<file path="src/design/ores_pkg.sv">
// Package for the 1-Wire ROM search engine: request codes, search limits,
// and the request and response transaction types. No dependencies.
`default_nettype none

package ores_pkg;

    // Request kinds
    localparam logic [2:0] REQ_RESET  = 3'd0;
    localparam logic [2:0] REQ_START  = 3'd1;
    localparam logic [2:0] REQ_BITS   = 3'd2;
    localparam logic [2:0] REQ_TARGET = 3'd3;
    localparam logic [2:0] REQ_SKIP   = 3'd4;

    // Search limits
    localparam int ROM_BITS     = 64;
    localparam int POS_W        = 7;
    localparam int FAMILY_LIMIT = 9;
    localparam int FAM_W        = 4;

    // Status codes
    localparam logic STATUS_OK      = 1'b0;
    localparam logic STATUS_IGNORED = 1'b1;

    typedef struct packed {
        logic [2:0] req_type;
        logic       presence_missing;
        logic       id_bit;
        logic       id_bit_comp;
        logic [7:0] fam_code;
    } t_req;

    typedef struct packed {
        logic                status;
        logic                send_command;
        logic                write_valid;
        logic                write_bit;
        logic                pass_end;
        logic                found;
        logic                last_device;
        logic [ROM_BITS-1:0] rom_code;
    } t_rsp;

endpackage

`default_nettype wire

</file>
<file path="src/design/ores_core.sv">
// Search state and per-request update logic of the ROM search engine.
// Depends on ores_pkg for request codes and transaction types.
`default_nettype none

module ores_core (
    input  wire logic          i_clk,
    input  wire logic          i_rst_n,
    input  wire logic          i_fire,
    input  wire ores_pkg::t_req i_req,
    output ores_pkg::t_rsp     o_rsp
);

    localparam int PW = ores_pkg::POS_W;
    localparam int FW = ores_pkg::FAM_W;
    localparam int RB = ores_pkg::ROM_BITS;
    localparam int IW = $clog2(RB);

    // Search state
    logic [RB-1:0] r_rom;
    logic [PW-1:0] r_last_disc;
    logic [FW-1:0] r_last_fam_disc;
    logic          r_last_dev;
    logic [PW-1:0] r_bit_pos;
    logic [PW-1:0] r_last_zero;
    logic          r_pass_active;

    logic [RB-1:0] n_rom;
    logic [PW-1:0] n_last_disc;
    logic [FW-1:0] n_last_fam_disc;
    logic          n_last_dev;
    logic [PW-1:0] n_bit_pos;
    logic [PW-1:0] n_last_zero;
    logic          n_pass_active;

    // Bit-pair helpers
    logic [PW-1:0] pos_m1;
    logic [IW-1:0] idx;
    logic          dir;
    ores_pkg::t_rsp rsp;

    assign pos_m1 = r_bit_pos - PW'(1);
    assign idx    = pos_m1[IW-1:0];

    // Branch direction from the discrepancy history
    always_comb begin
        if (i_req.id_bit != i_req.id_bit_comp) begin
            dir = i_req.id_bit;
        end else if (r_bit_pos < r_last_disc) begin
            dir = r_rom[idx];
        end else begin
            dir = (r_bit_pos == r_last_disc);
        end
    end

    // Next state and response for one request
    always_comb begin
        n_rom           = r_rom;
        n_last_disc     = r_last_disc;
        n_last_fam_disc = r_last_fam_disc;
        n_last_dev      = r_last_dev;
        n_bit_pos       = r_bit_pos;
        n_last_zero     = r_last_zero;
        n_pass_active   = r_pass_active;
        rsp             = '0;
        rsp.status      = ores_pkg::STATUS_OK;

        unique case (i_req.req_type)
            ores_pkg::REQ_RESET: begin
                n_last_disc     = '0;
                n_last_fam_disc = '0;
                n_last_dev      = 1'b0;
                n_pass_active   = 1'b0;
            end
            ores_pkg::REQ_START: begin
                n_pass_active = 1'b0;
                if (r_last_dev || i_req.presence_missing) begin
                    n_last_disc     = '0;
                    n_last_fam_disc = '0;
                    n_last_dev      = 1'b0;
                    rsp.pass_end    = 1'b1;
                end else begin
                    rsp.send_command = 1'b1;
                    n_pass_active    = 1'b1;
                    n_bit_pos        = PW'(1);
                    n_last_zero      = '0;
                end
            end
            ores_pkg::REQ_BITS: begin
                if (!r_pass_active) begin
                    rsp.status = ores_pkg::STATUS_IGNORED;
                end else if (i_req.id_bit && i_req.id_bit_comp) begin
                    // no device answered: abort the pass
                    n_last_disc     = '0;
                    n_last_fam_disc = '0;
                    n_last_dev      = 1'b0;
                    n_pass_active   = 1'b0;
                    rsp.pass_end    = 1'b1;
                end else begin
                    if ((i_req.id_bit == i_req.id_bit_comp) && !dir) begin
                        n_last_zero = r_bit_pos;
                        if (r_bit_pos < PW'(ores_pkg::FAMILY_LIMIT)) begin
                            n_last_fam_disc = r_bit_pos[FW-1:0];
                        end
                    end
                    n_rom[idx]      = dir;
                    rsp.write_valid = 1'b1;
                    rsp.write_bit   = dir;
                    n_bit_pos       = r_bit_pos + PW'(1);
                    // final bit of the ROM code
                    if (r_bit_pos >= PW'(RB)) begin
                        n_pass_active = 1'b0;
                        rsp.pass_end  = 1'b1;
                        n_last_disc   = n_last_zero;
                        if (n_last_zero == '0) begin
                            n_last_dev = 1'b1;
                        end
                        rsp.found = 1'b1;
                        if (n_rom[7:0] == 8'd0) begin
                            n_last_disc     = '0;
                            n_last_fam_disc = '0;
                            n_last_dev      = 1'b0;
                            rsp.found       = 1'b0;
                        end
                    end
                end
            end
            ores_pkg::REQ_TARGET: begin
                n_rom           = {{(RB-8){1'b0}}, i_req.fam_code};
                n_last_disc     = PW'(RB);
                n_last_fam_disc = '0;
                n_last_dev      = 1'b0;
                n_pass_active   = 1'b0;
            end
            ores_pkg::REQ_SKIP: begin
                n_last_disc     = PW'(r_last_fam_disc);
                n_last_fam_disc = '0;
                if (r_last_fam_disc == '0) begin
                    n_last_dev = 1'b1;
                end
                n_pass_active = 1'b0;
            end
            default: begin
                rsp.status = ores_pkg::STATUS_IGNORED;
            end
        endcase

        rsp.last_device = n_last_dev;
        rsp.rom_code    = n_rom;
    end

    assign o_rsp = rsp;

    // State update on each transaction
    always_ff @(posedge i_clk) begin
        if (!i_rst_n) begin
            r_rom           <= '0;
            r_last_disc     <= '0;
            r_last_fam_disc <= '0;
            r_last_dev      <= 1'b0;
            r_bit_pos       <= PW'(1);
            r_last_zero     <= '0;
            r_pass_active   <= 1'b0;
        end else if (i_fire) begin
            r_rom           <= n_rom;
            r_last_disc     <= n_last_disc;
            r_last_fam_disc <= n_last_fam_disc;
            r_last_dev      <= n_last_dev;
            r_bit_pos       <= n_bit_pos;
            r_last_zero     <= n_last_zero;
            r_pass_active   <= n_pass_active;
        end
    end

`ifndef NO_ASSERTIONS
    // A finished or aborted pass leaves no active pass
    a_end_clears: assert property (@(posedge i_clk) disable iff (!i_rst_n)
        i_fire && rsp.pass_end |=> !r_pass_active)
        else $error("pass still active after pass end");

    // A new pass starts at the first bit
    a_start_pos: assert property (@(posedge i_clk) disable iff (!i_rst_n)
        i_fire && rsp.send_command |=> r_pass_active && (r_bit_pos == PW'(1)))
        else $error("pass did not start at bit one");

    // During a pass the bit position stays within the ROM code
    a_pos_range: assert property (@(posedge i_clk) disable iff (!i_rst_n)
        r_pass_active |-> (r_bit_pos != '0) && (r_bit_pos <= PW'(RB)))
        else $error("bit position out of range during pass");

    // A found device comes only with the final written bit
    a_found_end: assert property (@(posedge i_clk) disable iff (!i_rst_n)
        i_fire && rsp.found |-> rsp.pass_end && rsp.write_valid)
        else $error("found reported without pass end");
`endif

endmodule

`default_nettype wire

</file>
<file path="src/design/ores_out_reg.sv">
// Result register of the ROM search engine: holds one response transaction
// until the downstream side takes it. Depends on ores_pkg.
`default_nettype none

module ores_out_reg (
    input  wire logic           i_clk,
    input  wire logic           i_rst_n,
    input  wire logic           i_load,
    input  wire ores_pkg::t_rsp i_rsp,
    input  wire logic           i_stall,
    output logic                o_free,
    output logic                o_valid,
    output ores_pkg::t_rsp      o_rsp
);

    logic           r_valid;
    ores_pkg::t_rsp r_rsp;

    // Register can take a new response when empty or being drained
    assign o_free  = !r_valid || !i_stall;
    assign o_valid = r_valid;
    assign o_rsp   = r_rsp;

    always_ff @(posedge i_clk) begin
        if (!i_rst_n) begin
            r_valid <= 1'b0;
        end else if (i_load) begin
            r_valid <= 1'b1;
        end else if (!i_stall) begin
            r_valid <= 1'b0;
        end
    end

    // Payload
    always_ff @(posedge i_clk) begin
        if (i_load) begin
            r_rsp <= i_rsp;
        end
    end

endmodule

`default_nettype wire

</file>
<file path="src/design/onewire_rom_search_engine_unit.sv">
// An accepted request is held in the input register, then its search update is
// registered into the result register together with the new search state.
// Throughput: one request per cycle while the output is not stalled.
// Reset (i_rst_n, synchronous, active low): ROM register and discrepancy state
// cleared, bit position one, no pass active, both registers empty.
`default_nettype none

module onewire_rom_search_engine_unit (
    input  wire logic           i_clk,
    input  wire logic           i_rst_n,
    input  wire logic           i_valid,
    output logic                o_stall,
    input  wire ores_pkg::t_req i_req,
    output logic                o_valid,
    input  wire logic           i_stall,
    output ores_pkg::t_rsp      o_rsp
);

    logic           r_in_valid;
    ores_pkg::t_req r_in_req;
    logic           out_free;
    logic           advance;
    ores_pkg::t_rsp core_rsp;

    // Input register moves forward when the result register has room
    assign advance = r_in_valid && out_free;
    assign o_stall = r_in_valid && !out_free;

    always_ff @(posedge i_clk) begin
        if (!i_rst_n) begin
            r_in_valid <= 1'b0;
        end else if (!o_stall) begin
            r_in_valid <= i_valid;
        end
    end

    always_ff @(posedge i_clk) begin
        if (i_valid && !o_stall) begin
            r_in_req <= i_req;
        end
    end

    // Search state and update
    ores_core u_core (
        .i_clk   (i_clk),
        .i_rst_n (i_rst_n),
        .i_fire  (advance),
        .i_req   (r_in_req),
        .o_rsp   (core_rsp)
    );

    // Result register
    ores_out_reg u_out (
        .i_clk   (i_clk),
        .i_rst_n (i_rst_n),
        .i_load  (advance),
        .i_rsp   (core_rsp),
        .i_stall (i_stall),
        .o_free  (out_free),
        .o_valid (o_valid),
        .o_rsp   (o_rsp)
    );

endmodule

`default_nettype wire
</file>
<file path="config.mk">
export PLATFORM = sky130hd
export DESIGN_NAME = onewire_rom_search_engine_unit
export DESIGN_NICKNAME = d
export VERILOG_FILES = /design/src/design/ores_pkg.sv /design/src/design/ores_core.sv /design/src/design/ores_out_reg.sv /design/src/design/onewire_rom_search_engine_unit.sv
export SDC_FILE = /design/constraint.sdc
export NUM_CORES = 1
export LEC_CHECK = 0
export BUFFER_PORTS_ARGS = -buffer_cell sky130_fd_sc_hd__buf_2
export CAP_MARGIN = 20
export CORE_MARGIN = 5
export CORE_UTILIZATION = 60
export CTS_CLUSTER_SIZE = 20
export DETAILED_ROUTE_END_ITERATION = 8
export PLACE_DENSITY = 0.83
export SLEW_MARGIN = 20
export SYNTH_ARGS = -nofsm -noshare
export SYNTH_HDL_FRONTEND = slang
export SYNTH_SLANG_ARGS = --single-unit
</file>
<file path="constraint.sdc">
create_clock -name i_clk -period 4.6 [get_ports i_clk]
set_clock_uncertainty 0.15 [all_clocks]
set_input_delay 0 -clock i_clk [delete_from_list [all_inputs] [get_ports i_clk]]
set_output_delay 0 -clock i_clk [all_outputs]
set_load 0.005 [all_outputs]
</file>
# Yosys cells after proc, flatten, opt, wreduce, memory -nomap -nowiden
# Cells that the tools add are included.
dict set report op_classes {
  n_addsub 2
  n_lt_le_gt_ge 5
  n_eq_ne 13
  mux 61
  bitwise_logic 3
  n_reduce_logical 30
}
# cell n
set ops {}
lappend ops {{$mux 64} 2}
lappend ops {{$pmux 64 s2} 1}
lappend ops {{$mux 7} 15}
lappend ops {{$bwmux 64} 1}
lappend ops {{$pmux 7 s5} 1}
lappend ops {{$mux 4} 7}
lappend ops {{$pmux 7 s2} 2}
lappend ops {{$mux 1} 22}
lappend ops {{$pmux 4 s3} 1}
lappend ops {{$reduce_and 5->1} 2}
lappend ops {{$logic_not 8->1} 1}
lappend ops {{$reduce_or 4->1} 2}
lappend ops {{$add 7x1->7 const B} 1}
lappend ops {{$eq 7x7->1} 1}
lappend ops {{$ge 7x7->1 const B} 1}
lappend ops {{$logic_not 7->1} 1}
lappend ops {{$lt 6x7->1 const B} 1}
lappend ops {{$lt 7x4->1 const B} 1}
lappend ops {{$lt 7x7->1} 1}
lappend ops {{$bmux 1 s6} 1}
lappend ops {{$demux 1 s6} 1}
lappend ops {{$eq 3x2->1 const B} 2}
lappend ops {{$ge 6x1->1 const B} 1}
lappend ops {{$logic_and 1x1->1} 6}
lappend ops {{24 further kinds} 39}
dict set report word_totals {
  register_bits 178
  input_bits 18
  word_cells 136
}

# Depth between registers and ports, before layout
dict set report logic_depth {
  word_depth 18
  mapped_depth 17
  depth_no_buf 11
}

# Hierarchy
# Synthesis repeated with hierarchy kept, for this count alone.
dict set report hier_totals {
  cells_unflattened 1018
  area_unflattened_um2 9253.9
}
# mod instances cells_each area_per_inst_um2 seq_area_each_um2
set modules_own_cells {}
lappend modules_own_cells {ores_core 1 924 6612.6 1821.7}
lappend modules_own_cells {ores_out_reg 1 75 2167.1 2152.1}
lappend modules_own_cells {onewire_rom_search_engine_unit 1 19 474.2 440.4}

# Least setup slack after synthesis
# Ideal clock, no wire load.
dict set report synth_path {
  path_type {register to register}
  start {register u_core.r_bit_pos[0]}
  end {register u_out.r_rsp, in the netlist u_out.o_rsp[9], data pin}
  setup_time_ns 0.144
  arrival_ns 3.791
  required_time_ns 4.306
  path_slack_ns 0.516
  stages_incl_launch_ff 17
  n_path_buf 7
  period_less_slack_ns 4.084
  cell_sequence {dfxtp_1 buf_2 clkinv_1 clkbuf_1 ha_1 buf_1 clkbuf_1 o221ai_1 o31a_1 o311ai_0 nand4_1 and2_1 buf_6 or3_1 buf_2 buf_6 o21ai_2}
}
# item line
set synth_lines {}
lappend synth_lines {{from (decl)} ores_core.sv:23} ;# logic [PW-1:0] r_bit_pos;
lappend synth_lines {{from (signal assigned)} ores_core.sv:168} ;# r_bit_pos <= n_bit_pos;
lappend synth_lines {{to (signal assigned)} ores_out_reg.sv:37} ;# r_rsp <= i_rsp;
lappend synth_lines {{to (decl)} ores_out_reg.sv:17} ;# ores_pkg::t_rsp r_rsp;

==> out/metrics.cfg <==
[timing]
slew_headroom_pct = 32.2
hold_viol = 0
max_freq_mhz = 245
drv_slew = 0
worst_pin_slew_ns = 1.02
finalSetupTns_ns = 0
min_period_ns = 4.09
final-setup-viol-count = 0
period_share_pct = 88.9
rsz0062_at_grt = no

[cts]
tritoncts = built
post_cts_buffers = 0
clk_latency_ns = 0.44
clk_pin_slew_ns = 0.07
clk_path_buf_depth = 2
clock_sinks = 178
cts-root-buf = clkbuf_16
h-tree-depth = 4
cts_buffers = 17

[layout]
nFillCells = 1202
antenna_cells = 0
seqCellArea_sq_mm = 0.00441
drive_above_1_share_pct = 16.1
multiInputGateArea_sq_mm = 0.00441
syn2layout_area_growth_pct = 15.0
finalNetCount = 1137
finalInstanceArea_sq_mm = 0.0105
utilization_pct = 69.7
instances_no_fill = 1310

[floorplanning]
boundaryPins = 91
initial_core_util_pct = 60.6
rows = 45
die_y_um = 133
die-area_sq_mm = 0.0178
coreArea_sq_mm = 0.0151
die_w_um = 133

[run_status]
status = completed

[critical_path]
crit_fanout = 16
max_stage_delay_ns = 0.56
end_kind = flip-flop
cp.arrival_ns = 4.19
required_ns = 4.70
slowest_stage = dfxtp_1
crit_path_start_kind = flip-flop
worstSetupPathType = flip-flop to flip-flop
worstPathCellList = inv_1 -> ha_1 -> xor2_2 -> and2_1 -> a221o_1 -> a211o_1 -> o311ai_0 -> nand4_1 -> a21oi_2 -> nand3_1 -> o21ai_0

[synth]
synthTopCellsByCount = o21ai_0, nand2_1, nor2_1, dfxtp_1, edfxtp_1
synth_top_area_share_pct = 27.9
syn-cell-area_sq_mm = 0.00915
synth_nets = 1046
synth_cells = 1018
synth_edf_count = 85
syn_area_per_cell_sq_um = 8.99
async_reset_ff_share_pct = 0
synthesis.yosys.warnings = 0
synth_cell_types = 66
synthFlopType = dfxtp_1
yosys.area.top_type = edfxtp_1
yosys-top-cells-area = edfxtp_1, dfxtp_1, o21ai_0
ys_ff_latch = 178
synth.most_common_cell = o21ai_0
seq_area_frac_synth_pct = 48.3

[placement]
postPlaceCellArea_sq_mm = 0.00976
hpwl_um = 17300
place_inst = 1258
io_buffers = 90
gp_congestion = 0.998

[global_routing]
overflow = 0
grt_max_degree = 80
grt_pass1_vias = 8276
antenna_found_initial = 0
track_usage_pct = 31.0
grt_pass1_wl_um = 43700

[hold_path]
min_path_type = input port to flip-flop

[route]
antenna_left = 0
finalWirelength_um = 28100
dr.pass1.iters = 7
dr_total_vias = 8823
wire_per_inst_um = 21.5
vias_per_cell = 6.74
drc_errors = 0
first_iter_violations = 1475

[power]
power_mw = 3.35
ir_worst_vdd_v = 0.000243
p_leak_nw = 3.54
power_density_mw_per_mm2 = 318

[job]
max-cap-violations = 0

layer usage:
layer,up-vias,global-route usage (%),wire [um]
met4,0,16.0,1370
met3,118,7.89,3070
met1,4134,38.6,10500
li1,3968,-,-
met5,-,0,0
met2,603,50.2,13200
metrics by stage:
step,hold WS (ns),setup WS (ns)
after global routing,0.125,0.270
after CTS,0.107,0.318
final,0.119,0.511
after global placement,0.0273,0.464
after detailed placement,0.0281,0.314
after floorplan,-0.0511,0.516
worst paths after layout:
check,depth (start not counted),slack (ns),endpoint,from
hold reg to reg,2,0.35,u_core.r_last_zero[5],u_core.r_last_zero[5]
setup reg to reg,11,0.51,u_out.o_rsp[46],u_core.r_bit_pos[1]
hold / removal,2,0.12,r_in_req[1],i_req[1]
setup / recovery,11,0.51,u_out.o_rsp[46],u_core.r_bit_pos[1]
final cells by class:
class / instances / share of cell area (%)
sequential: 178 / 41.9
multi-input combinational: 760 / 41.9
timing repair buffer: 138 / 8.18
clock buffer: 23 / 4.45
tap: 188 / 2.24
clock inverter: 9 / 0.785
inverter: 14 / 0.499
sequential cells by signal, indices dropped and copies added, names as in the netlist, 4 cells and up:
signal,cells
u_core.r_last_disc,7
u_core.r_last_fam_disc,4
u_core.r_rom,64
u_core.r_last_zero,7
u_core.r_bit_pos,7
r_in_req,14
u_out.o_rsp,71
layout by cell type (no fill, tap or decap), types with 17 or more instances in the layout:
cell type / synthesis / final
a21oi_1: 32 / 32
nand2_1: 146 / 145
buf_2: 9 / 90
o211ai_1: 64 / 64
nor2_1: 97 / 97
dfxtp_1: 93 / 93
nand3_1: 17 / 17
dlygate4sd3_1: 0 / 20
buf_4: 3 / 28
edfxtp_1: 85 / 85
o21ai_0: 178 / 178
clkbuf_16: 0 / 17
repair_timing:
action	in CTS	in global routing
hold buffers	20	0
setup endpoints to repair	0	1
hold endpoints to repair	26	0
gates resized for setup	0	1
worst max-delay path, delay by kind of cell, from the launching register on:
| family | cells | cell delay (ns) |
|---|---|---|
| simple gates | 3 | 0.99 |
| flops | 1 | 0.56 |
| compound gates | 5 | 1.58 |
| fa+ha+maj | 1 | 0.26 |
| xor+xnor | 1 | 0.28 |
| buf+inv | 1 | 0.08 |
report_power, final:
part	total (mW)	switching, mW	internal (mW)
logic	0.246	0.164	0.0824
registers	1.71	0.0158	1.70
clock network	1.39	0.614	0.773
total	3.35	0.793	2.55
logic make-up after synthesis:
| family | synth area share [%] |
|---|---|
| buffers and inverters | 3.78 |
| AOI/OAI and AO/OA | 26.0 |
| adders and majority gates | 1.37 |
| DFF | 48.3 |
| xor gates and xnor gates | 0.766 |
| and+or+nand+nor | 16.7 |
| muxes | 3.10 |
Note: power is estimated with default switching activity, not from simulation.
